$ cat config.mk
export PLATFORM = sky130hd
export DESIGN_NAME = bidiagonal_sturm_count
export DESIGN_NICKNAME = d
export VERILOG_FILES = /design/src/rtl/bsc_pkg.sv /design/src/rtl/bsc_fpu.sv /design/src/rtl/bidiagonal_sturm_count.sv
export SDC_FILE = /design/constraint.sdc
export NUM_CORES = 2
export LEC_CHECK = 0
export ABC_AREA = 1
export BUFFER_PORTS_ARGS = -buffer_cell sky130_fd_sc_hd__buf_2
export CORE_AREA = 3 3 377 379
export CTS_CLUSTER_DIAMETER = 40
export DETAILED_ROUTE_END_ITERATION = 8
export DIE_AREA = 0 0 380 382
export PLACE_DENSITY = 0.54
export SYNTH_ARGS = -nofsm -noshare
export SYNTH_HDL_FRONTEND = slang
export SYNTH_SLANG_ARGS = --single-unit
$ cat constraint.sdc
create_clock -name clk -period 8.4 [get_ports clk]
set_input_delay 0.42 -clock clk [delete_from_list [all_inputs] [get_ports clk]]
set_output_delay 0.42 -clock clk [all_outputs]
set_load 0.02 [all_outputs]
$ cat src/rtl/bsc_pkg.sv
// Shared types, constants and float helpers for the bidiagonal Sturm count block.
package bsc_pkg;

    typedef enum logic [1:0] {
        OP_MUL = 2'd0,
        OP_ADD = 2'd1,
        OP_SUB = 2'd2,
        OP_DIV = 2'd3
    } fpu_op_t;

    typedef struct packed {
        logic    start;
        fpu_op_t op;
    } fpu_req_t;

    typedef struct packed {
        logic        done;
        logic [31:0] result;
    } fpu_rsp_t;

    localparam logic [31:0] FP_ONE  = 32'h3F80_0000;
    localparam logic [31:0] FP_ZERO = 32'h0000_0000;
    localparam logic [31:0] FP_QNAN = 32'h7FC0_0000;

    function automatic logic fp_is_nan(input logic [31:0] x);
        return (x[30:23] == 8'hFF) && (x[22:0] != 23'd0);
    endfunction

    function automatic logic fp_is_inf(input logic [31:0] x);
        return (x[30:23] == 8'hFF) && (x[22:0] == 23'd0);
    endfunction

    function automatic logic fp_is_zero(input logic [31:0] x);
        return x[30:0] == 31'd0;
    endfunction

    function automatic logic fp_is_neg(input logic [31:0] x);
        return x[31] && !fp_is_zero(x) && !fp_is_nan(x);
    endfunction

endpackage

$ cat src/rtl/bsc_fpu.sv
// Shared single-precision multiply, add, subtract and divide unit.
module bsc_fpu
(
    input  logic             clk,
    input  logic             rst_n,
    input  bsc_pkg::fpu_req_t req,
    input  logic [31:0]      opa,
    input  logic [31:0]      opb,
    output bsc_pkg::fpu_rsp_t rsp
);
    import bsc_pkg::*;

    typedef enum logic [6:0] {
        F_IDLE = 7'b000_0001,
        F_PRE  = 7'b000_0010,
        F_CALC = 7'b000_0100,
        F_DIV  = 7'b000_1000,
        F_NORM = 7'b001_0000,
        F_RND  = 7'b010_0000,
        F_DONE = 7'b100_0000
    } fstate_t;

    fstate_t            state_reg, state_next;
    fpu_op_t            op_reg;
    logic               sa_reg, sb_reg, sr_reg;
    logic [23:0]        ma_reg, mb_reg;
    logic signed [10:0] ea_reg, eb_reg, e_reg;
    logic [47:0]        acc_reg;
    logic [24:0]        rem_reg;
    logic [4:0]         cnt_reg;
    logic [31:0]        res_reg;

    logic        sb_in, spec;
    logic [31:0] spec_val;

    function automatic logic signed [10:0] unp_exp(input logic [7:0] ef);
        return (ef == 8'd0) ? -11'sd149 : $signed({3'b000, ef}) - 11'sd150;
    endfunction

    always_comb
    begin
        sb_in    = opb[31] ^ (req.op == OP_SUB);
        spec     = 1'b1;
        spec_val = FP_QNAN;
        unique case (req.op)
            OP_MUL:
            begin
                if (fp_is_nan(opa) || fp_is_nan(opb) || (fp_is_inf(opa) && fp_is_zero(opb))
                    || (fp_is_zero(opa) && fp_is_inf(opb)))
                    spec_val = FP_QNAN;
                else if (fp_is_inf(opa) || fp_is_inf(opb))
                    spec_val = {opa[31] ^ sb_in, 8'hFF, 23'd0};
                else if (fp_is_zero(opa) || fp_is_zero(opb))
                    spec_val = {opa[31] ^ sb_in, 31'd0};
                else
                    spec = 1'b0;
            end
            OP_DIV:
            begin
                if (fp_is_nan(opa) || fp_is_nan(opb) || (fp_is_zero(opa) && fp_is_zero(opb))
                    || (fp_is_inf(opa) && fp_is_inf(opb)))
                    spec_val = FP_QNAN;
                else if (fp_is_zero(opb) || fp_is_inf(opa))
                    spec_val = {opa[31] ^ sb_in, 8'hFF, 23'd0};
                else if (fp_is_inf(opb) || fp_is_zero(opa))
                    spec_val = {opa[31] ^ sb_in, 31'd0};
                else
                    spec = 1'b0;
            end
            default:
            begin
                if (fp_is_nan(opa) || fp_is_nan(opb)
                    || (fp_is_inf(opa) && fp_is_inf(opb) && (opa[31] != sb_in)))
                    spec_val = FP_QNAN;
                else if (fp_is_inf(opa))
                    spec_val = opa;
                else if (fp_is_inf(opb))
                    spec_val = {sb_in, opb[30:0]};
                else if (fp_is_zero(opa) && fp_is_zero(opb))
                    spec_val = {opa[31] & sb_in, 31'd0};
                else if (fp_is_zero(opa))
                    spec_val = {sb_in, opb[30:0]};
                else if (fp_is_zero(opb))
                    spec_val = opa;
                else
                    spec = 1'b0;
            end
        endcase
    end

    // alignment add
    logic               swap, eff_sub, sx;
    logic [23:0]        mx, my;
    logic signed [10:0] ex, ey, dexp;
    logic [26:0]        my_ext, ys;
    logic [27:0]        sum;

    always_comb
    begin
        swap    = (eb_reg > ea_reg) || ((eb_reg == ea_reg) && (mb_reg > ma_reg));
        mx      = swap ? mb_reg : ma_reg;
        my      = swap ? ma_reg : mb_reg;
        ex      = swap ? eb_reg : ea_reg;
        ey      = swap ? ea_reg : eb_reg;
        sx      = swap ? sb_reg : sa_reg;
        eff_sub = sa_reg ^ sb_reg;
        dexp    = ex - ey;
        my_ext  = {my, 3'b000};
        if (dexp >= 11'sd27)
            ys = 27'd1;
        else
            ys = (my_ext >> dexp[4:0])
                 | {26'd0, |(my_ext & ~({27{1'b1}} << dexp[4:0]))};
        if (eff_sub)
            sum = {1'b0, mx, 3'b000} - {1'b0, ys};
        else
            sum = {1'b0, mx, 3'b000} + {1'b0, ys};
    end

    // restoring divide step
    logic        q_bit;
    logic [24:0] rem_sub;

    always_comb
    begin
        q_bit   = rem_reg >= {1'b0, mb_reg};
        rem_sub = q_bit ? (rem_reg - {1'b0, mb_reg}) : rem_reg;
    end

    // round and pack
    logic signed [10:0] be, sh;
    logic [25:0]        m26, mr;
    logic [7:0]         base;
    logic [24:0]        r25;
    logic [31:0]        mag, rnd_val;

    always_comb
    begin
        be   = e_reg + 11'sd174;
        sh   = 11'sd1 - be;
        m26  = {acc_reg[47:23], |acc_reg[22:0]};
        base = 8'd0;
        mr   = m26;
        if (be >= 11'sd1)
            base = 8'(be - 11'sd1);
        else if (sh > 11'sd26)
            mr = 26'd1;
        else
            mr = (m26 >> sh[4:0]) | {25'd0, |(m26 & ~({26{1'b1}} << sh[4:0]))};
        r25 = {1'b0, mr[25:2]} + {24'd0, mr[1] & (mr[0] | mr[2])};
        mag = {1'b0, base, 23'd0} + {7'd0, r25};
        if (be >= 11'sd255)
            rnd_val = {sr_reg, 8'hFF, 23'd0};
        else
            rnd_val = {sr_reg, mag[30:0]};
    end

    always_comb
    begin
        state_next = state_reg;
        unique case (state_reg)
            F_IDLE: if (req.start) state_next = spec ? F_DONE : F_PRE;
            F_PRE:  if (ma_reg[23] && mb_reg[23]) state_next = F_CALC;
            F_CALC:
            begin
                if (op_reg == OP_DIV)
                    state_next = F_DIV;
                else if ((op_reg != OP_MUL) && (sum == 28'd0))
                    state_next = F_DONE;
                else
                    state_next = F_NORM;
            end
            F_DIV:  if (cnt_reg == 5'd26) state_next = F_NORM;
            F_NORM: if (acc_reg[47]) state_next = F_RND;
            F_RND:  state_next = F_DONE;
            F_DONE: state_next = F_IDLE;
            default: state_next = F_IDLE;
        endcase
    end

    always_ff @(posedge clk or negedge rst_n)
    begin
        if (!rst_n)
            state_reg <= F_IDLE;
        else
            state_reg <= state_next;
    end

    always_ff @(posedge clk)
    begin
        unique case (state_reg)
            F_IDLE:
            begin
                if (req.start)
                begin
                    op_reg  <= req.op;
                    sa_reg  <= opa[31];
                    sb_reg  <= sb_in;
                    res_reg <= spec_val;
                    ma_reg  <= {opa[30:23] != 8'd0, opa[22:0]};
                    mb_reg  <= {opb[30:23] != 8'd0, opb[22:0]};
                    ea_reg  <= unp_exp(opa[30:23]);
                    eb_reg  <= unp_exp(opb[30:23]);
                end
            end
            F_PRE:
            begin
                if (!ma_reg[23])
                begin
                    if (ma_reg[23:16] == 8'd0)
                    begin
                        ma_reg <= ma_reg << 8;
                        ea_reg <= ea_reg - 11'sd8;
                    end
                    else
                    begin
                        ma_reg <= ma_reg << 1;
                        ea_reg <= ea_reg - 11'sd1;
                    end
                end
                if (!mb_reg[23])
                begin
                    if (mb_reg[23:16] == 8'd0)
                    begin
                        mb_reg <= mb_reg << 8;
                        eb_reg <= eb_reg - 11'sd8;
                    end
                    else
                    begin
                        mb_reg <= mb_reg << 1;
                        eb_reg <= eb_reg - 11'sd1;
                    end
                end
            end
            F_CALC:
            begin
                unique case (op_reg)
                    OP_MUL:
                    begin
                        acc_reg <= ma_reg * mb_reg;
                        e_reg   <= ea_reg + eb_reg;
                        sr_reg  <= sa_reg ^ sb_reg;
                    end
                    OP_DIV:
                    begin
                        acc_reg <= 48'd0;
                        rem_reg <= {1'b0, ma_reg};
                        cnt_reg <= 5'd0;
                        e_reg   <= ea_reg - eb_reg - 11'sd47;
                        sr_reg  <= sa_reg ^ sb_reg;
                    end
                    default:
                    begin
                        acc_reg <= {sum, 20'd0};
                        e_reg   <= ex - 11'sd23;
                        sr_reg  <= sx;
                        res_reg <= FP_ZERO;
                    end
                endcase
            end
            F_DIV:
            begin
                rem_reg <= {rem_sub[23:0], 1'b0};
                cnt_reg <= cnt_reg + 5'd1;
                if (cnt_reg == 5'd26)
                    acc_reg <= {acc_reg[25:0], q_bit, rem_sub != 25'd0, 20'd0};
                else
                    acc_reg <= {acc_reg[46:0], q_bit};
            end
            F_NORM:
            begin
                if (!acc_reg[47])
                begin
                    if (acc_reg[47:40] == 8'd0)
                    begin
                        acc_reg <= acc_reg << 8;
                        e_reg   <= e_reg - 11'sd8;
                    end
                    else
                    begin
                        acc_reg <= acc_reg << 1;
                        e_reg   <= e_reg - 11'sd1;
                    end
                end
            end
            F_RND:  res_reg <= rnd_val;
            F_DONE: ;
            default: ;
        endcase
    end

    assign rsp = {state_reg == F_DONE, res_reg};

    a_start_idle: assert property (@(posedge clk) disable iff (!rst_n)
        req.start |-> state_reg == F_IDLE)
        else $error("start while unit busy");

    a_rnd_norm: assert property (@(posedge clk) disable iff (!rst_n)
        state_reg == F_RND |-> acc_reg[47])
        else $error("rounding an unnormalized value");

    a_div_exit: assert property (@(posedge clk) disable iff (!rst_n)
        state_reg == F_DIV |=> (state_reg == F_DIV || state_reg == F_NORM))
        else $error("divide left early");

endmodule

$ cat src/rtl/bidiagonal_sturm_count.sv
// Bidiagonal Sturm count top level: row sequencer, recurrence state and stream ports.
// Each accepted row runs seven single-precision operations (b*b, x*x, a*a, the divide by the
// pivot, t*q, the subtract and the final add) one after another on a single shared float
// unit, each rounded to nearest-even. The divide adds restoring quotient iterations. Zero,
// infinite or NaN operands finish an operation without entering the calculation states,
// while subnormal operands and deep cancellation add normalization shifts. The next row is
// accepted once the count test of the current row is done. On a row marked last the count
// is presented on the master side, and the pivot, partial term and count return to 1.0,
// +0.0 and 0; that row holds in its final step while an earlier count is still waiting on
// the master side.
module bidiagonal_sturm_count
(
    input  logic        clk,
    input  logic        rst_n,
    input  logic        s_tvalid,
    output logic        s_tready,
    input  logic [63:0] s_tdata,   // [31:0] diag_value, [63:32] offdiag_value
    input  logic        s_tlast,   // last_item
    output logic        m_tvalid,
    input  logic        m_tready,
    output logic [15:0] m_tdata,   // [12:0] below_count, [15:13] zero
    input  logic        cfg_wen,
    input  logic [31:0] cfg_wdata  // shift_value
);
    import bsc_pkg::*;

    typedef enum logic [3:0] {
        T_IDLE  = 4'b0001,
        T_ISSUE = 4'b0010,
        T_WAIT  = 4'b0100,
        T_FIN   = 4'b1000
    } tstate_t;

    typedef enum logic [6:0] {
        ST_BB = 7'b000_0001,
        ST_XX = 7'b000_0010,
        ST_AA = 7'b000_0100,
        ST_Q  = 7'b000_1000,
        ST_TQ = 7'b001_0000,
        ST_T  = 7'b010_0000,
        ST_D  = 7'b100_0000
    } step_t;

    localparam logic [12:0] COUNT_MAX = 13'h1FFF;

    tstate_t     state_reg;
    step_t       step_reg;
    logic [31:0] shift_reg, d_reg, t_reg, tmp_reg, xx_reg, aa_reg, diag_reg, off_reg;
    logic        last_reg;
    logic [12:0] cnt_reg, cnt_next, out_reg;
    logic        mval_reg;

    fpu_req_t    req;
    fpu_rsp_t    rsp;
    logic [31:0] opa, opb;
    logic        out_free;

    assign s_tready = state_reg == T_IDLE;
    assign m_tvalid = mval_reg;
    assign m_tdata  = {3'b000, out_reg};
    assign out_free = !mval_reg || m_tready;

    always_comb
    begin
        req.start = state_reg == T_ISSUE;
        req.op    = OP_MUL;
        opa       = off_reg;
        opb       = off_reg;
        unique case (step_reg)
            ST_BB: begin req.op = OP_MUL; opa = off_reg;   opb = off_reg;   end
            ST_XX: begin req.op = OP_MUL; opa = shift_reg; opb = shift_reg; end
            ST_AA: begin req.op = OP_MUL; opa = diag_reg;  opb = diag_reg;  end
            ST_Q:  begin req.op = OP_DIV; opa = tmp_reg;   opb = d_reg;     end
            ST_TQ: begin req.op = OP_MUL; opa = t_reg;     opb = tmp_reg;   end
            ST_T:  begin req.op = OP_SUB; opa = tmp_reg;   opb = xx_reg;    end
            ST_D:  begin req.op = OP_ADD; opa = aa_reg;    opb = t_reg;     end
            default: ;
        endcase
    end

    bsc_fpu u_fpu
    (
        .clk   (clk),
        .rst_n (rst_n),
        .req   (req),
        .opa   (opa),
        .opb   (opb),
        .rsp   (rsp)
    );

    assign cnt_next = (fp_is_neg(d_reg) && (cnt_reg < COUNT_MAX)) ? cnt_reg + 13'd1 : cnt_reg;

    always_ff @(posedge clk or negedge rst_n)
    begin
        if (!rst_n)
        begin
            state_reg <= T_IDLE;
            step_reg  <= ST_BB;
            shift_reg <= FP_ZERO;
            d_reg     <= FP_ONE;
            t_reg     <= FP_ZERO;
            cnt_reg   <= 13'd0;
            mval_reg  <= 1'b0;
        end
        else
        begin
            if (cfg_wen)
                shift_reg <= cfg_wdata;
            if (state_reg == T_FIN && last_reg && out_free)
                mval_reg <= 1'b1;
            else if (mval_reg && m_tready)
                mval_reg <= 1'b0;
            unique case (state_reg)
                T_IDLE:
                begin
                    if (s_tvalid)
                    begin
                        step_reg  <= ST_BB;
                        state_reg <= T_ISSUE;
                    end
                end
                T_ISSUE: state_reg <= T_WAIT;
                T_WAIT:
                begin
                    if (rsp.done)
                    begin
                        unique case (step_reg)
                            ST_BB: step_reg <= ST_XX;
                            ST_XX: step_reg <= ST_AA;
                            ST_AA: step_reg <= ST_Q;
                            ST_Q:  step_reg <= ST_TQ;
                            ST_TQ: step_reg <= ST_T;
                            ST_T:  step_reg <= ST_D;
                            ST_D:  step_reg <= ST_BB;
                            default: step_reg <= ST_BB;
                        endcase
                        if (step_reg == ST_T)
                            t_reg <= rsp.result;
                        if (step_reg == ST_D)
                        begin
                            d_reg     <= rsp.result;
                            state_reg <= T_FIN;
                        end
                        else
                            state_reg <= T_ISSUE;
                    end
                end
                T_FIN:
                begin
                    if (!last_reg)
                    begin
                        cnt_reg   <= cnt_next;
                        state_reg <= T_IDLE;
                    end
                    else if (out_free)
                    begin
                        d_reg     <= FP_ONE;
                        t_reg     <= FP_ZERO;
                        cnt_reg   <= 13'd0;
                        state_reg <= T_IDLE;
                    end
                end
                default: state_reg <= T_IDLE;
            endcase
        end
    end

    always_ff @(posedge clk)
    begin
        if (s_tvalid && s_tready)
        begin
            diag_reg <= s_tdata[31:0];
            off_reg  <= s_tdata[63:32];
            last_reg <= s_tlast;
        end
        if (state_reg == T_FIN && last_reg && out_free)
            out_reg <= cnt_next;
        if (state_reg == T_WAIT && rsp.done)
        begin
            unique case (step_reg)
                ST_XX: xx_reg  <= rsp.result;
                ST_AA: aa_reg  <= rsp.result;
                ST_BB, ST_Q, ST_TQ: tmp_reg <= rsp.result;
                default: ;
            endcase
        end
    end

    a_one_row: assert property (@(posedge clk) disable iff (!rst_n)
        (s_tvalid && s_tready) |=> !s_tready)
        else $error("second row accepted while busy");

    a_out_last: assert property (@(posedge clk) disable iff (!rst_n)
        $rose(m_tvalid) |-> ($past(last_reg) && $past(state_reg) == T_FIN))
        else $error("result without a last row");

    a_start_pulse: assert property (@(posedge clk) disable iff (!rst_n)
        req.start |=> !req.start)
        else $error("back to back start");

endmodule
==> flow_summary.ini <==
[placed_design]
dp_cells = 9393
gp_congestion = 1.02
io_buffers = 116
dp_hpwl_um = 173000

[sta]
relSlewSlack_pct = 1.09
fin_setup_tns_ns = 0
rsz0062_at_grt = false
skew_ns = 0.0666
fmax_mhz = 129
tightestPinTransition_ns = 1.47
fin_crit_ns = 7.77
finalCritPeriodShare_pct = 92.5
final_max_slew_viol_count = 0
setup_viol = 0
hold_viol = 0

[grt]
grt_pass1_wl_um = 330000
antenna_found_initial = 8
overflow = 0
grt_max_degree = 79
track_usage_pct = 29.9
first_global_vias = 51600

[finish]
drive_above_1_share_pct = 12.5
final_cell_mix = 1650 x nand2_1, 1381 x inv_1, 519 x o21ai_0
final_core_util_pct = 47.1
multiInputGateArea_um2 = 34600
area_growth_pct = 18.1
final-seq-area_um2 = 14300
fin_nets = 8665
final_common_cell = nand2_1
final_cell_count_no_fill = 9661
final.fill_count = 14000
largest_reg_flops = 48

[die]
dieArea_um2 = 145000
rows = 137
die_w_um = 380
io_pins = 120
start_util_pct = 39.9
coreArea_um2 = 139000
die_h_um = 382

[clock_network]
cts.sinks = 498
cts_buffer_depth = 3
cts_root_buffer = clkbuf_16
numCtsBuffers = 88
cts_tree = done
cts.clk_slew.worst_paths_ns = 0.05
cts.htree.levels = 3
postCtsSetupRepairBufs = 0
insertion_delay_ns = 0.67

[synthesis]
ys_seq_area_share_pct = 25.8
synthTopCellsByArea = edfxtp_1 20%, fa_1 18%, nand2_1 11%
synth.distinct_cells = 82
avgSynthCellArea_um2 = 7.70
ys_ff_latch = 498
async_flop_share_pct = 25.7
synth_top_area_share_pct = 20.0
ys_warn_count = 0
synthesis.area_um2 = 55500
synth_cells = 7208
yosysTopAreaCell = edfxtp_1
synthFlopType = edfxtp_1
synth_edf_count = 370

[worst_setup_path]
cp_max_fo = 26
start_kind = flop
critical_path_class = flop to flop
slowest_stage = fa_1
max_stage_delay_ns = 0.55
crit_arrival_ns = 8.12
cp_data_required_time_ns = 8.75
cp-end-kind = flop

[detailed_routing]
drtIter0Drc = 5206
routed_wl_um = 220000
drc = 0
wl_per_cell_um = 22.7
routed-via-count = 52400
dr.pass1.iters = 8
viasPerCell = 5.42
ant_nets = 0

[min_path]
hold_path_class = input pin to flop

[run]
maxCapViolCount = 1

[outcome]
violations = max-capacitance violations
status = finished, violations left
-- metal layers --
metal  routed length (um)  up-vias  global-route usage [%]
met5                   13        -                       0
li1                     -    24200                       -
met2                96400     2233                    46.7
met4                 9420        2                    11.2
met1                95900    25500                    41.6
met3                17900      396                    5.43
-- final cells by class --
type | count | area share (%)
Timing Repair Buffer | 753 | 8.96
Clock buffer | 103 | 3.49
Multi-Input combinational cell | 4954 | 52.8
Inverter | 1411 | 8.08
Antenna cell | 4 | 0.0153
Clock inverter | 62 | 1.25
Sequential cell | 498 | 21.9
Tap cell | 1876 | 3.58
-- logic make-up after synthesis --
| family | Yosys count | synth area share, % |
|---|---|---|
| AND/OR/NAND/NOR | 2600 | 19.3 |
| buffers and inverters | 1758 | 12.2 |
| XOR/XNOR | 98 | 1.56 |
| flip-flops | 498 | 25.8 |
| other | 1 | 0.00676 |
| multiplexers | 37 | 0.690 |
| AO/OA/AOI/OAI | 1359 | 14.6 |
| adder cells (fa/ha/maj) | 857 | 25.9 |
-- critical path, delay by kind of cell, from the launching register on --
| kind | cells | cell delay (ns) |
|---|---|---|
| and+or+nand+nor | 6 | 0.68 |
| buffers and inverters | 8 | 0.96 |
| AOI/OAI and AO/OA | 11 | 1.85 |
| DFF | 1 | 0.34 |
| adders and majority gates | 8 | 3.58 |
-- final timing paths --
check                                      from                 end  slack, ns  cells past startpoint
worst max-delay path            u_fpu.ma_reg[6]   u_fpu.acc_reg[37]       0.63                     33
worst min-delay path                   s_tvalid        state_reg[0]       0.07                      4
worst max register to register  u_fpu.ma_reg[6]   u_fpu.acc_reg[37]       0.63                     33
worst min register to register      step_reg[0]         step_reg[0]       0.50                      2
max in group asynchronous                 rst_n  u_fpu.state_reg[2]       6.64                      3
min in group asynchronous                 rst_n       shift_reg[14]       0.35                      2
-- repair_timing --
action	in CTS	in global routing
gates resized for setup	0	48
setup endpoints to repair	0	12
hold buffers	99	0
hold endpoints to repair	158	0
-- synth_stat cells (44+ instances only) --
cell type	n
xor2_1	70
nand3_1	245
nor2_1	462
nand2_1	1654
nand4_1	70
nor3_1	48
o21ai_1	49
a21oi_1	303
inv_1	1382
o21ai_0	526
clkbuf_1	278
o22ai_1	92
dfrtp_1	118
edfxtp_1	370
a221oi_1	44
ha_1	371
fa_1	486
o221ai_1	44
a31oi_1	68
-- per-stage QoR --
stage	cell area (um^2)	setup WS, ns	hold WS (ns)
2_1_floorplan	55500	1.06	0.124
3_3_place_gp	61300	0.380	0.483
3_5_place_dp	61300	0.360	0.487
4_1_cts	65400	0.334	0.0357
5_1_grt	65500	0.00483	0.0786
6_report	65500	0.630	0.0652
Power is not shown: default switching activity piles up to over one toggle a cycle in this logic, so the estimate is an artifact.
